`config.mk`:
```
export PLATFORM = sky130hd
export DESIGN_NAME = descriptor_chain_allocator_flat
export DESIGN_NICKNAME = d
export VERILOG_FILES = /design/src/dca_pkg.sv /design/src/dca_if.sv /design/src/descriptor_chain_allocator.sv /design/src/flat_wrapper.sv
export SDC_FILE = /design/constraint.sdc
export NUM_CORES = 2
export LEC_CHECK = 0
export BUFFER_PORTS_ARGS = -buffer_cell sky130_fd_sc_hd__buf_4
export CORE_MARGIN = 3
export CORE_UTILIZATION = 60
export DETAILED_ROUTE_END_ITERATION = 10
export GPL_ROUTABILITY_DRIVEN = 0
export GPL_TIMING_DRIVEN = 0
export PLACE_DENSITY_LB_ADDON = 0.08
export SKIP_LAST_GASP = 1
export SLEW_MARGIN = 20
export SYNTH_ARGS = -nofsm -noshare
export SYNTH_HDL_FRONTEND = slang
export SYNTH_SLANG_ARGS = --single-unit
```
`constraint.sdc`:
```
create_clock -name i_clk -period 5.9 [get_ports i_clk]
set_input_delay 1.18 -clock i_clk [delete_from_list [all_inputs] [get_ports i_clk]]
set_output_delay 1.18 -clock i_clk [all_outputs]
set_load 0.005 [all_outputs]
```
`src/dca_pkg.sv`:
```
`timescale 1ns / 1ps
// ----------------------------------------------------------------------------
// Descriptor chain allocator package
// Pool size, index and count widths, request and register codes.
// ----------------------------------------------------------------------------
package dca_pkg;

    localparam int DESC_NUM = 64;
    localparam int IDX_W    = $clog2(DESC_NUM);
    localparam int CNT_W    = $clog2(DESC_NUM + 1);
    localparam int APB_AW   = 3;
    localparam int APB_DW   = 32;

    typedef logic [IDX_W-1:0] t_idx;
    typedef logic [CNT_W-1:0] t_cnt;

    // free-list terminator
    localparam t_cnt LINK_NONE = t_cnt'(DESC_NUM);

    localparam logic FUNC_ALLOC = 1'b0;
    localparam logic FUNC_FREE  = 1'b1;

    // register index, taken from paddr[2]
    localparam logic REG_POOL_SIZE = 1'b0;

endpackage

```
`src/dca_if.sv`:
```
`timescale 1ns / 1ps
// ----------------------------------------------------------------------------
// Descriptor chain allocator channels
// Request and response channels with valid/ready handshake.
// ----------------------------------------------------------------------------
interface dca_req_if import dca_pkg::*; ();
    logic valid;
    logic ready;
    logic func;
    t_cnt count;
    t_idx chain_head;

    modport source (output valid, func, count, chain_head, input ready);
    modport sink   (input valid, func, count, chain_head, output ready);
endinterface

interface dca_rsp_if import dca_pkg::*; ();
    logic valid;
    logic ready;
    logic ok;
    t_idx head_index;
    t_cnt free_count;

    modport source (output valid, ok, head_index, free_count, input ready);
    modport sink   (input valid, ok, head_index, free_count, output ready);
endinterface

```
`src/descriptor_chain_allocator.sv`:
```
`timescale 1ns / 1ps
// ----------------------------------------------------------------------------
// Descriptor chain allocator
// Linked free list of queue descriptors: allocates chains from the list front
// and walks chains back onto it, one descriptor per cycle.
// ----------------------------------------------------------------------------
//  channel   dir   handshake        payload
//  i_req     in    valid/ready      func, count, chain_head
//  o_res     out   valid/ready      ok, head_index, free_count
//  apb       in    psel/penable     pool size at byte address 0
//
//  Allocate pops n descriptors off the list front, then ends the chain;
//  free pushes an n-long chain back; refused requests skip the walk. The
//  walk runs one descriptor per cycle via the registered link memory read.
//  Reset and a pool size write rebuild the list at once (per-entry
//  valid bits stand in for the rebuilt link values).
//  i_req is taken only while the sequencer is idle; a result held by a
//  stalled o_res holds the sequencer before the next transfer.
// ----------------------------------------------------------------------------
module descriptor_chain_allocator import dca_pkg::*; (
    input  logic              i_clk,
    input  logic              i_rst_n,
    dca_req_if.sink           i_req,
    dca_rsp_if.source         o_res,
    input  logic              psel,
    input  logic              penable,
    input  logic              pwrite,
    input  logic [APB_AW-1:0] paddr,
    input  logic [APB_DW-1:0] pwdata,
    output logic [APB_DW-1:0] prdata,
    output logic              pready
);

    localparam logic [2:0] ST_IDLE   = 3'd0;
    localparam logic [2:0] ST_A_STEP = 3'd1;
    localparam logic [2:0] ST_A_LAST = 3'd2;
    localparam logic [2:0] ST_F_STEP = 3'd3;
    localparam logic [2:0] ST_DONE   = 3'd4;

    // control state
    logic [2:0]          r_state, n_state;
    t_cnt                r_qsize, n_qsize;
    t_cnt                r_head, n_head;
    t_cnt                r_total, n_total;
    logic [DESC_NUM-1:0] r_in_use, n_in_use;
    logic [DESC_NUM-1:0] r_link_vld, n_link_vld;
    logic                r_out_vld, n_out_vld;

    // payload
    t_cnt                r_left, n_left;
    logic                r_first, n_first;
    t_idx                r_prev, n_prev;
    t_idx                r_chain_head, n_chain_head;
    t_idx                r_cur, n_cur;
    logic                r_ok, n_ok;
    t_idx                r_res_head, n_res_head;
    logic                r_out_ok, n_out_ok;
    t_idx                r_out_head, n_out_head;
    t_cnt                r_out_free, n_out_free;

    // memories
    t_cnt                m_link  [DESC_NUM];
    logic [IDX_W:0]      m_chain [DESC_NUM];
    t_cnt                r_link_rd;
    logic                r_link_rd_vld;
    t_idx                r_link_rd_addr;
    logic [IDX_W:0]      r_chain_rd;

    logic                link_we;
    t_idx                link_wa;
    t_idx                link_ra;
    logic                chain_we;
    t_idx                chain_wa;
    logic [IDX_W:0]      chain_wd;
    t_idx                chain_ra;

    t_cnt                link_dflt;
    t_cnt                link_eff;
    logic                chain_more;
    t_idx                chain_nxt;
    logic                walk_on;
    logic                out_free;
    logic                cfg_we;
    t_cnt                cfg_size;
    t_cnt                wr_val;

    // unwritten link entries read as the rebuilt list: i -> i+1, last in the pool -> none
    assign link_dflt = (t_cnt'(r_link_rd_addr) == r_qsize - t_cnt'(1)) ? LINK_NONE
                     : t_cnt'(r_link_rd_addr) + t_cnt'(1);
    assign link_eff  = r_link_rd_vld ? r_link_rd : link_dflt;

    assign chain_more = r_chain_rd[IDX_W];
    assign chain_nxt  = r_chain_rd[IDX_W-1:0];
    // stop at a link to a descriptor not in use, including the one freed now
    assign walk_on    = chain_more && r_in_use[chain_nxt] && (chain_nxt != r_cur);

    assign link_ra  = (r_state == ST_A_STEP) ? link_eff[IDX_W-1:0] : r_head[IDX_W-1:0];
    assign chain_ra = (r_state == ST_F_STEP) ? chain_nxt : i_req.chain_head;

    assign out_free    = !r_out_vld || o_res.ready;
    assign i_req.ready = (r_state == ST_IDLE);

    assign o_res.valid      = r_out_vld;
    assign o_res.ok         = r_out_ok;
    assign o_res.head_index = r_out_head;
    assign o_res.free_count = r_out_free;

    // configuration port
    assign pready = 1'b1;
    assign cfg_we = psel && penable && pwrite && (paddr[2] == REG_POOL_SIZE);
    assign wr_val = pwdata[CNT_W-1:0];
    always_comb begin
        if (wr_val == '0) begin
            cfg_size = t_cnt'(1);
        end else if (wr_val > t_cnt'(DESC_NUM)) begin
            cfg_size = t_cnt'(DESC_NUM);
        end else begin
            cfg_size = wr_val;
        end
    end
    assign prdata = (paddr[2] == REG_POOL_SIZE) ? APB_DW'(r_qsize) : '0;

    always_comb begin
        n_state      = r_state;
        n_qsize      = r_qsize;
        n_head       = r_head;
        n_total      = r_total;
        n_in_use     = r_in_use;
        n_link_vld   = r_link_vld;
        n_left       = r_left;
        n_first      = r_first;
        n_prev       = r_prev;
        n_chain_head = r_chain_head;
        n_cur        = r_cur;
        n_ok         = r_ok;
        n_res_head   = r_res_head;
        n_out_vld    = r_out_vld;
        n_out_ok     = r_out_ok;
        n_out_head   = r_out_head;
        n_out_free   = r_out_free;
        link_we      = 1'b0;
        link_wa      = r_cur;
        chain_we     = 1'b0;
        chain_wa     = r_prev;
        chain_wd     = '0;

        if (r_out_vld && o_res.ready) begin
            n_out_vld = 1'b0;
        end

        unique case (r_state)
            ST_IDLE: begin
                if (i_req.valid) begin
                    if (i_req.func == FUNC_ALLOC) begin
                        if (i_req.count == '0 || i_req.count > r_total) begin
                            n_ok       = 1'b0;
                            n_res_head = '0;
                            n_state    = ST_DONE;
                        end else begin
                            n_left  = i_req.count;
                            n_first = 1'b1;
                            n_state = ST_A_STEP;
                        end
                    end else begin
                        if (!r_in_use[i_req.chain_head]) begin
                            n_ok       = 1'b0;
                            n_res_head = '0;
                            n_state    = ST_DONE;
                        end else begin
                            n_cur   = i_req.chain_head;
                            n_state = ST_F_STEP;
                        end
                    end
                end
            end
            ST_A_STEP: begin
                // pop the list front and hook it behind the previous one
                n_in_use[r_head[IDX_W-1:0]] = 1'b1;
                n_total = r_total - t_cnt'(1);
                n_head  = link_eff;
                n_prev  = r_head[IDX_W-1:0];
                n_first = 1'b0;
                n_left  = r_left - t_cnt'(1);
                if (r_first) begin
                    n_chain_head = r_head[IDX_W-1:0];
                end else begin
                    chain_we = 1'b1;
                    chain_wa = r_prev;
                    chain_wd = {1'b1, r_head[IDX_W-1:0]};
                end
                if (r_left == t_cnt'(1)) begin
                    n_state = ST_A_LAST;
                end
            end
            ST_A_LAST: begin
                // terminate the chain
                chain_we   = 1'b1;
                chain_wa   = r_prev;
                chain_wd   = '0;
                n_ok       = 1'b1;
                n_res_head = r_chain_head;
                n_state    = ST_DONE;
            end
            ST_F_STEP: begin
                // push the current descriptor onto the list front
                link_we              = 1'b1;
                link_wa              = r_cur;
                n_link_vld[r_cur]    = 1'b1;
                n_in_use[r_cur]      = 1'b0;
                n_head               = t_cnt'(r_cur);
                n_total              = r_total + t_cnt'(1);
                if (walk_on) begin
                    n_cur = chain_nxt;
                end else begin
                    n_ok       = 1'b1;
                    n_res_head = '0;
                    n_state    = ST_DONE;
                end
            end
            ST_DONE: begin
                if (out_free) begin
                    n_out_vld  = 1'b1;
                    n_out_ok   = r_ok;
                    n_out_head = r_res_head;
                    n_out_free = r_total;
                    n_state    = ST_IDLE;
                end
            end
            default: begin
                n_state = ST_IDLE;
            end
        endcase

        // rebuild the free list in index order
        if (cfg_we) begin
            n_qsize    = cfg_size;
            n_head     = '0;
            n_total    = cfg_size;
            n_in_use   = '0;
            n_link_vld = '0;
        end
    end

    always_ff @(posedge i_clk) begin
        if (!i_rst_n) begin
            r_state    <= ST_IDLE;
            r_qsize    <= t_cnt'(DESC_NUM);
            r_head     <= '0;
            r_total    <= t_cnt'(DESC_NUM);
            r_in_use   <= '0;
            r_link_vld <= '0;
            r_out_vld  <= 1'b0;
        end else begin
            r_state    <= n_state;
            r_qsize    <= n_qsize;
            r_head     <= n_head;
            r_total    <= n_total;
            r_in_use   <= n_in_use;
            r_link_vld <= n_link_vld;
            r_out_vld  <= n_out_vld;
        end
    end

    always_ff @(posedge i_clk) begin
        r_left       <= n_left;
        r_first      <= n_first;
        r_prev       <= n_prev;
        r_chain_head <= n_chain_head;
        r_cur        <= n_cur;
        r_ok         <= n_ok;
        r_res_head   <= n_res_head;
        r_out_ok     <= n_out_ok;
        r_out_head   <= n_out_head;
        r_out_free   <= n_out_free;
    end

    // free-link memory
    always_ff @(posedge i_clk) begin
        if (link_we) begin
            m_link[link_wa] <= r_head;
        end
        r_link_rd      <= m_link[link_ra];
        r_link_rd_vld  <= r_link_vld[link_ra];
        r_link_rd_addr <= link_ra;
    end

    // chain link memory
    always_ff @(posedge i_clk) begin
        if (chain_we) begin
            m_chain[chain_wa] <= chain_wd;
        end
        r_chain_rd <= m_chain[chain_ra];
    end

    a_total_range: assert property (@(posedge i_clk) disable iff (!i_rst_n)
        r_total <= r_qsize)
        else $error("free count above pool size");

    a_pool_balance: assert property (@(posedge i_clk) disable iff (!i_rst_n)
        ($countones(r_in_use) + int'(r_total)) == int'(r_qsize))
        else $error("descriptors in use and free do not add up to pool size");

    a_walk_in_use: assert property (@(posedge i_clk) disable iff (!i_rst_n)
        (r_state == ST_F_STEP) |-> r_in_use[r_cur])
        else $error("free walk reached a descriptor not in use");

    a_alloc_head: assert property (@(posedge i_clk) disable iff (!i_rst_n)
        (r_state == ST_A_STEP) |-> (r_head < t_cnt'(DESC_NUM)))
        else $error("allocation popped an empty free list");

endmodule
```
`src/flat_wrapper.sv`:
```
// flat-port wrapper written by rule: the top's interface ports become plain ports
module descriptor_chain_allocator_flat import dca_pkg::*;
  (i_clk, i_rst_n, psel, penable, pwrite, paddr, pwdata, prdata, pready, i_req_valid, i_req_func, i_req_count, i_req_chain_head, i_req_ready, o_res_valid, o_res_ok, o_res_head_index, o_res_free_count, o_res_ready);
  dca_req_if i_req_i ();
  dca_rsp_if o_res_i ();
  input  logic i_clk;
  input  logic i_rst_n;
  input  logic psel;
  input  logic penable;
  input  logic pwrite;
  input  logic [APB_AW-1:0] paddr;
  input  logic [APB_DW-1:0] pwdata;
  output logic [APB_DW-1:0] prdata;
  output logic pready;
  input wire logic [$bits(i_req_i.valid)-1:0] i_req_valid;
  input wire logic [$bits(i_req_i.func)-1:0] i_req_func;
  input wire logic [$bits(i_req_i.count)-1:0] i_req_count;
  input wire logic [$bits(i_req_i.chain_head)-1:0] i_req_chain_head;
  output wire logic [$bits(i_req_i.ready)-1:0] i_req_ready;
  output wire logic [$bits(o_res_i.valid)-1:0] o_res_valid;
  output wire logic [$bits(o_res_i.ok)-1:0] o_res_ok;
  output wire logic [$bits(o_res_i.head_index)-1:0] o_res_head_index;
  output wire logic [$bits(o_res_i.free_count)-1:0] o_res_free_count;
  input wire logic [$bits(o_res_i.ready)-1:0] o_res_ready;
  assign i_req_i.valid = i_req_valid;
  assign i_req_i.func = i_req_func;
  assign i_req_i.count = i_req_count;
  assign i_req_i.chain_head = i_req_chain_head;
  assign i_req_ready = i_req_i.ready;
  assign o_res_valid = o_res_i.valid;
  assign o_res_ok = o_res_i.ok;
  assign o_res_head_index = o_res_i.head_index;
  assign o_res_free_count = o_res_i.free_count;
  assign o_res_i.ready = o_res_ready;
  descriptor_chain_allocator u_core (.i_clk(i_clk), .i_rst_n(i_rst_n), .i_req(i_req_i), .o_res(o_res_i), .psel(psel), .penable(penable), .pwrite(pwrite), .paddr(paddr), .pwdata(pwdata), .prdata(prdata), .pready(pready));
endmodule
```
==> impl_metrics.toml <==
[sta]
max_slew.worst_pin.slew_ns = 1.07
skew_ns = 0.0359
finalCriticalPeriod_ns = 5.00
timing.fmax_mhz = 200
setup-tns-final_ns = 0
hold_slack_ns = 0.420
rsz0062_at_grt = "false"
setup_viol = 0
hold_viol = 0
fin_ws_ns = 0.897
finalCritPeriodShare_pct = 84.8
max_slew_margin_pct = 28.7
drv_slew = 0

[floorplan]
die_area_sq_um = 76500
rows = 98
die_h_um = 277
ios = 105
fp.dieW_um = 277
coreArea_sq_um = 72000
start_util_pct = 61.0

[finish]
layout-drive-gt1-share_pct = 10.7
area_delta_synth_final_pct = 12.3
design_area_sq_um = 49400
nets = 3834

[run_status]
status = "complete, no violations"

[logic_synthesis]
ys_types = 76
ys_seq_area_share_pct = 67.9
synth_edf_count = 879
syn-cell-area_sq_um = 43900
synth_ff_type = "edfxtp_1"
synthArstFlopShare_pct = 0
avgSynthCellArea_sq_um = 12.3
syn_inst = 3563
yosysWarnings = 0
synth_seq_cells = 1051

[place]
place.port_buffers = 47
place_area_sq_um = 46000
dp_hpwl_um = 86300
dp_worst_setup_slack_ns = 0.285

[clocking]
hold_buffers = 0
root_buffer = "clkbuf_16"
cts_buffers = 103
clk_pin_slew_ns = 0.06
post_cts_buffers = 0
cts.path.max_buffers = 3
h-tree-depth = 3
clkSinkCount = 1051
cts_tree = "built"
insertion_delay_ns = 0.69
cts_resized = 0

[global_routing]
grtUsageTotal_pct = 32.1
grt_max_degree = 55
antenna_found_initial = 1
grt_pass1_vias = 30100
grt-ovfl-total = 0
grt_pass1_wl_um = 186000

[routing]
final_antenna_net_count = 0
wire_per_inst_um = 26.0
drc = 0
vias = 30600
drt_iter0_drc = 4183
drt_pass1_iterations = 8
vias_per_cell = 6.38
wl_um = 125000

[critical_path]
cp-end-kind = "register"
worstSetupPathType = "in2reg"
critPathMaxFanout = 10
critPathRequiredTime_ns = 6.47
cp-start-kind = "primary input"
arrival_ns = 5.57

[pwr]
peakVddDrop_mv = 0.324
power.density_nw_per_um2 = 343
p_leak_nw = 17.2
total_power_mw = 16.9

[worst_hold_path]
holdCritPathClass = "reg2reg"

[run]
drv_cap = 0
-- area by class of cell --
type / count / area, sq um
plain buffers: 275 / 1250
inverters: 24 / 90.1
clock buffers: 135 / 2770
diodes: 2 / 5.00
multi-input cells: 2237 / 12900
repair buffers: 69 / 743
well taps: 950 / 1190
clock inverters: 53 / 536
fillers: 4993 / 22600
flip-flops and latches: 1051 / 29900
-- path summary, 6_finish.rpt --
| check | endpoint | start | cells past startpoint | slack, ns |
|---|---|---|---|---|
| min reg2reg | u_core.o_res.head_index[3] | u_core.r_res_head[3] | 0 | 0.42 |
| max | u_core.r_chain_rd[1] | i_req_chain_head[1] | 13 | 0.90 |
| max reg2reg | u_core.r_chain_rd[1] | u_core.r_chain_rd[1] | 13 | 1.07 |
| min | u_core.o_res.head_index[3] | u_core.r_res_head[3] | 0 | 0.42 |
-- kinds of logic after synthesis --
family | share of synthesized area [%]
AND/OR/NAND/NOR | 14.5
flip-flops | 67.9
AO/OA/AOI/OAI | 8.78
buffers and inverters | 3.05
multiplexers | 4.65
XOR/XNOR | 0.558
adder cells (fa/ha/maj) | 0.501
other | 0.0171
-- sequential cells by signal, summed over array words and instances (netlist names) --
register                 flops
u_core.m_chain             448
u_core.m_link              384
u_core.r_in_use             64
u_core.r_link_vld           64
u_core.o_res.free_count      7
u_core.r_chain_rd            7
u_core.r_left                7
u_core.r_qsize               7
u_core.r_total               7
u_core.link_wa               6
u_core.o_res.head_index      6
u_core.r_chain_head          6
u_core.r_head                6
u_core.r_link_rd             6
u_core.r_link_rd_addr        6
u_core.r_prev                6
u_core.r_res_head            6
u_core.r_state               3
u_core.o_res.ok              1
u_core.o_res.valid           1
u_core.r_first               1
u_core.r_link_rd_vld         1
u_core.r_ok                  1
-- metal layers --
layer | track usage, % | routed length, um | up-vias
li1 | - | - | 13500
met1 | 40.5 | 44800 | 14800
met2 | 52.0 | 58900 | 1870
met3 | 5.66 | 11800 | 467
met4 | 20.4 | 9280 | 0
met5 | 0 | 0 | -
-- layout by cell type (no fill, tap or decap), types with 84 or more instances in the layout --
cell,netlist,final
a21oi_1,97,97
nor2_1,294,292
clkbuf_16,0,105
dfxtp_1,172,166
and3_1,107,107
a31oi_1,86,86
nand2_1,820,820
buf_4,34,84
edfxtp_1,879,879
clkbuf_1,161,188
nand3_1,118,118
o21ai_0,104,104
-- cells in the mapped netlist (8+ instances only) --
master	count	share of area [%]
a32oi_1	25	0.50
a221oi_1	19	0.38
a22oi_1	8	0.14
nor2_1	294	2.5
buf_2	52	0.59
mux2i_1	58	1.3
nor4_1	21	0.30
ha_1	16	0.46
a211oi_1	73	1.2
a21oi_1	97	1.1
xnor2_1	18	0.36
nor3b_1	9	0.15
buf_4	34	0.58
a311oi_1	55	1.1
xor2_1	10	0.20
and2_1	15	0.21
a2111oi_0	18	0.36
a31oi_1	86	1.2
and3_1	107	1.5
edfxtp_1	879	60
nand2_1	820	7.0
dfxtp_1	172	7.8
nor2b_1	20	0.28
clkbuf_1	161	1.4
nor3_1	33	0.38
inv_1	17	0.15
buf_1	25	0.21
a21boi_0	10	0.17
nand3b_1	12	0.21
o21ai_0	104	1.2
nand3_1	118	1.3
mux4_2	65	3.3
o211a_1	12	0.27
-- report_power, final --
group / internal (mW) / switching [mW]
clock: 3.70 / 2.75
combinational: 0.697 / 1.53
sequential: 8.11 / 0.117
-- metrics by stage --
step / instances / util (%)
after global routing: 4794 / 68.6
after global placement: 4584 / 63.3
after floorplan: 3587 / -
after CTS: 4794 / 68.6
after detailed placement: 4606 / 64.0
final: 4796 / 68.6
-- critical path: stages --
cell and delay [ns]:
clkbuf_1 0.45, buf_1 0.73, mux2i_2 0.42, inv_2 0.32, buf_2 0.38, buf_2 0.30, buf_1 0.47, nand2_1 0.11
a31oi_1 0.23, a211oi_1 0.10, a21oi_1 0.43, o21ai_0 0.17, a21oi_1 0.27
(Power assumes the default switching activity.)
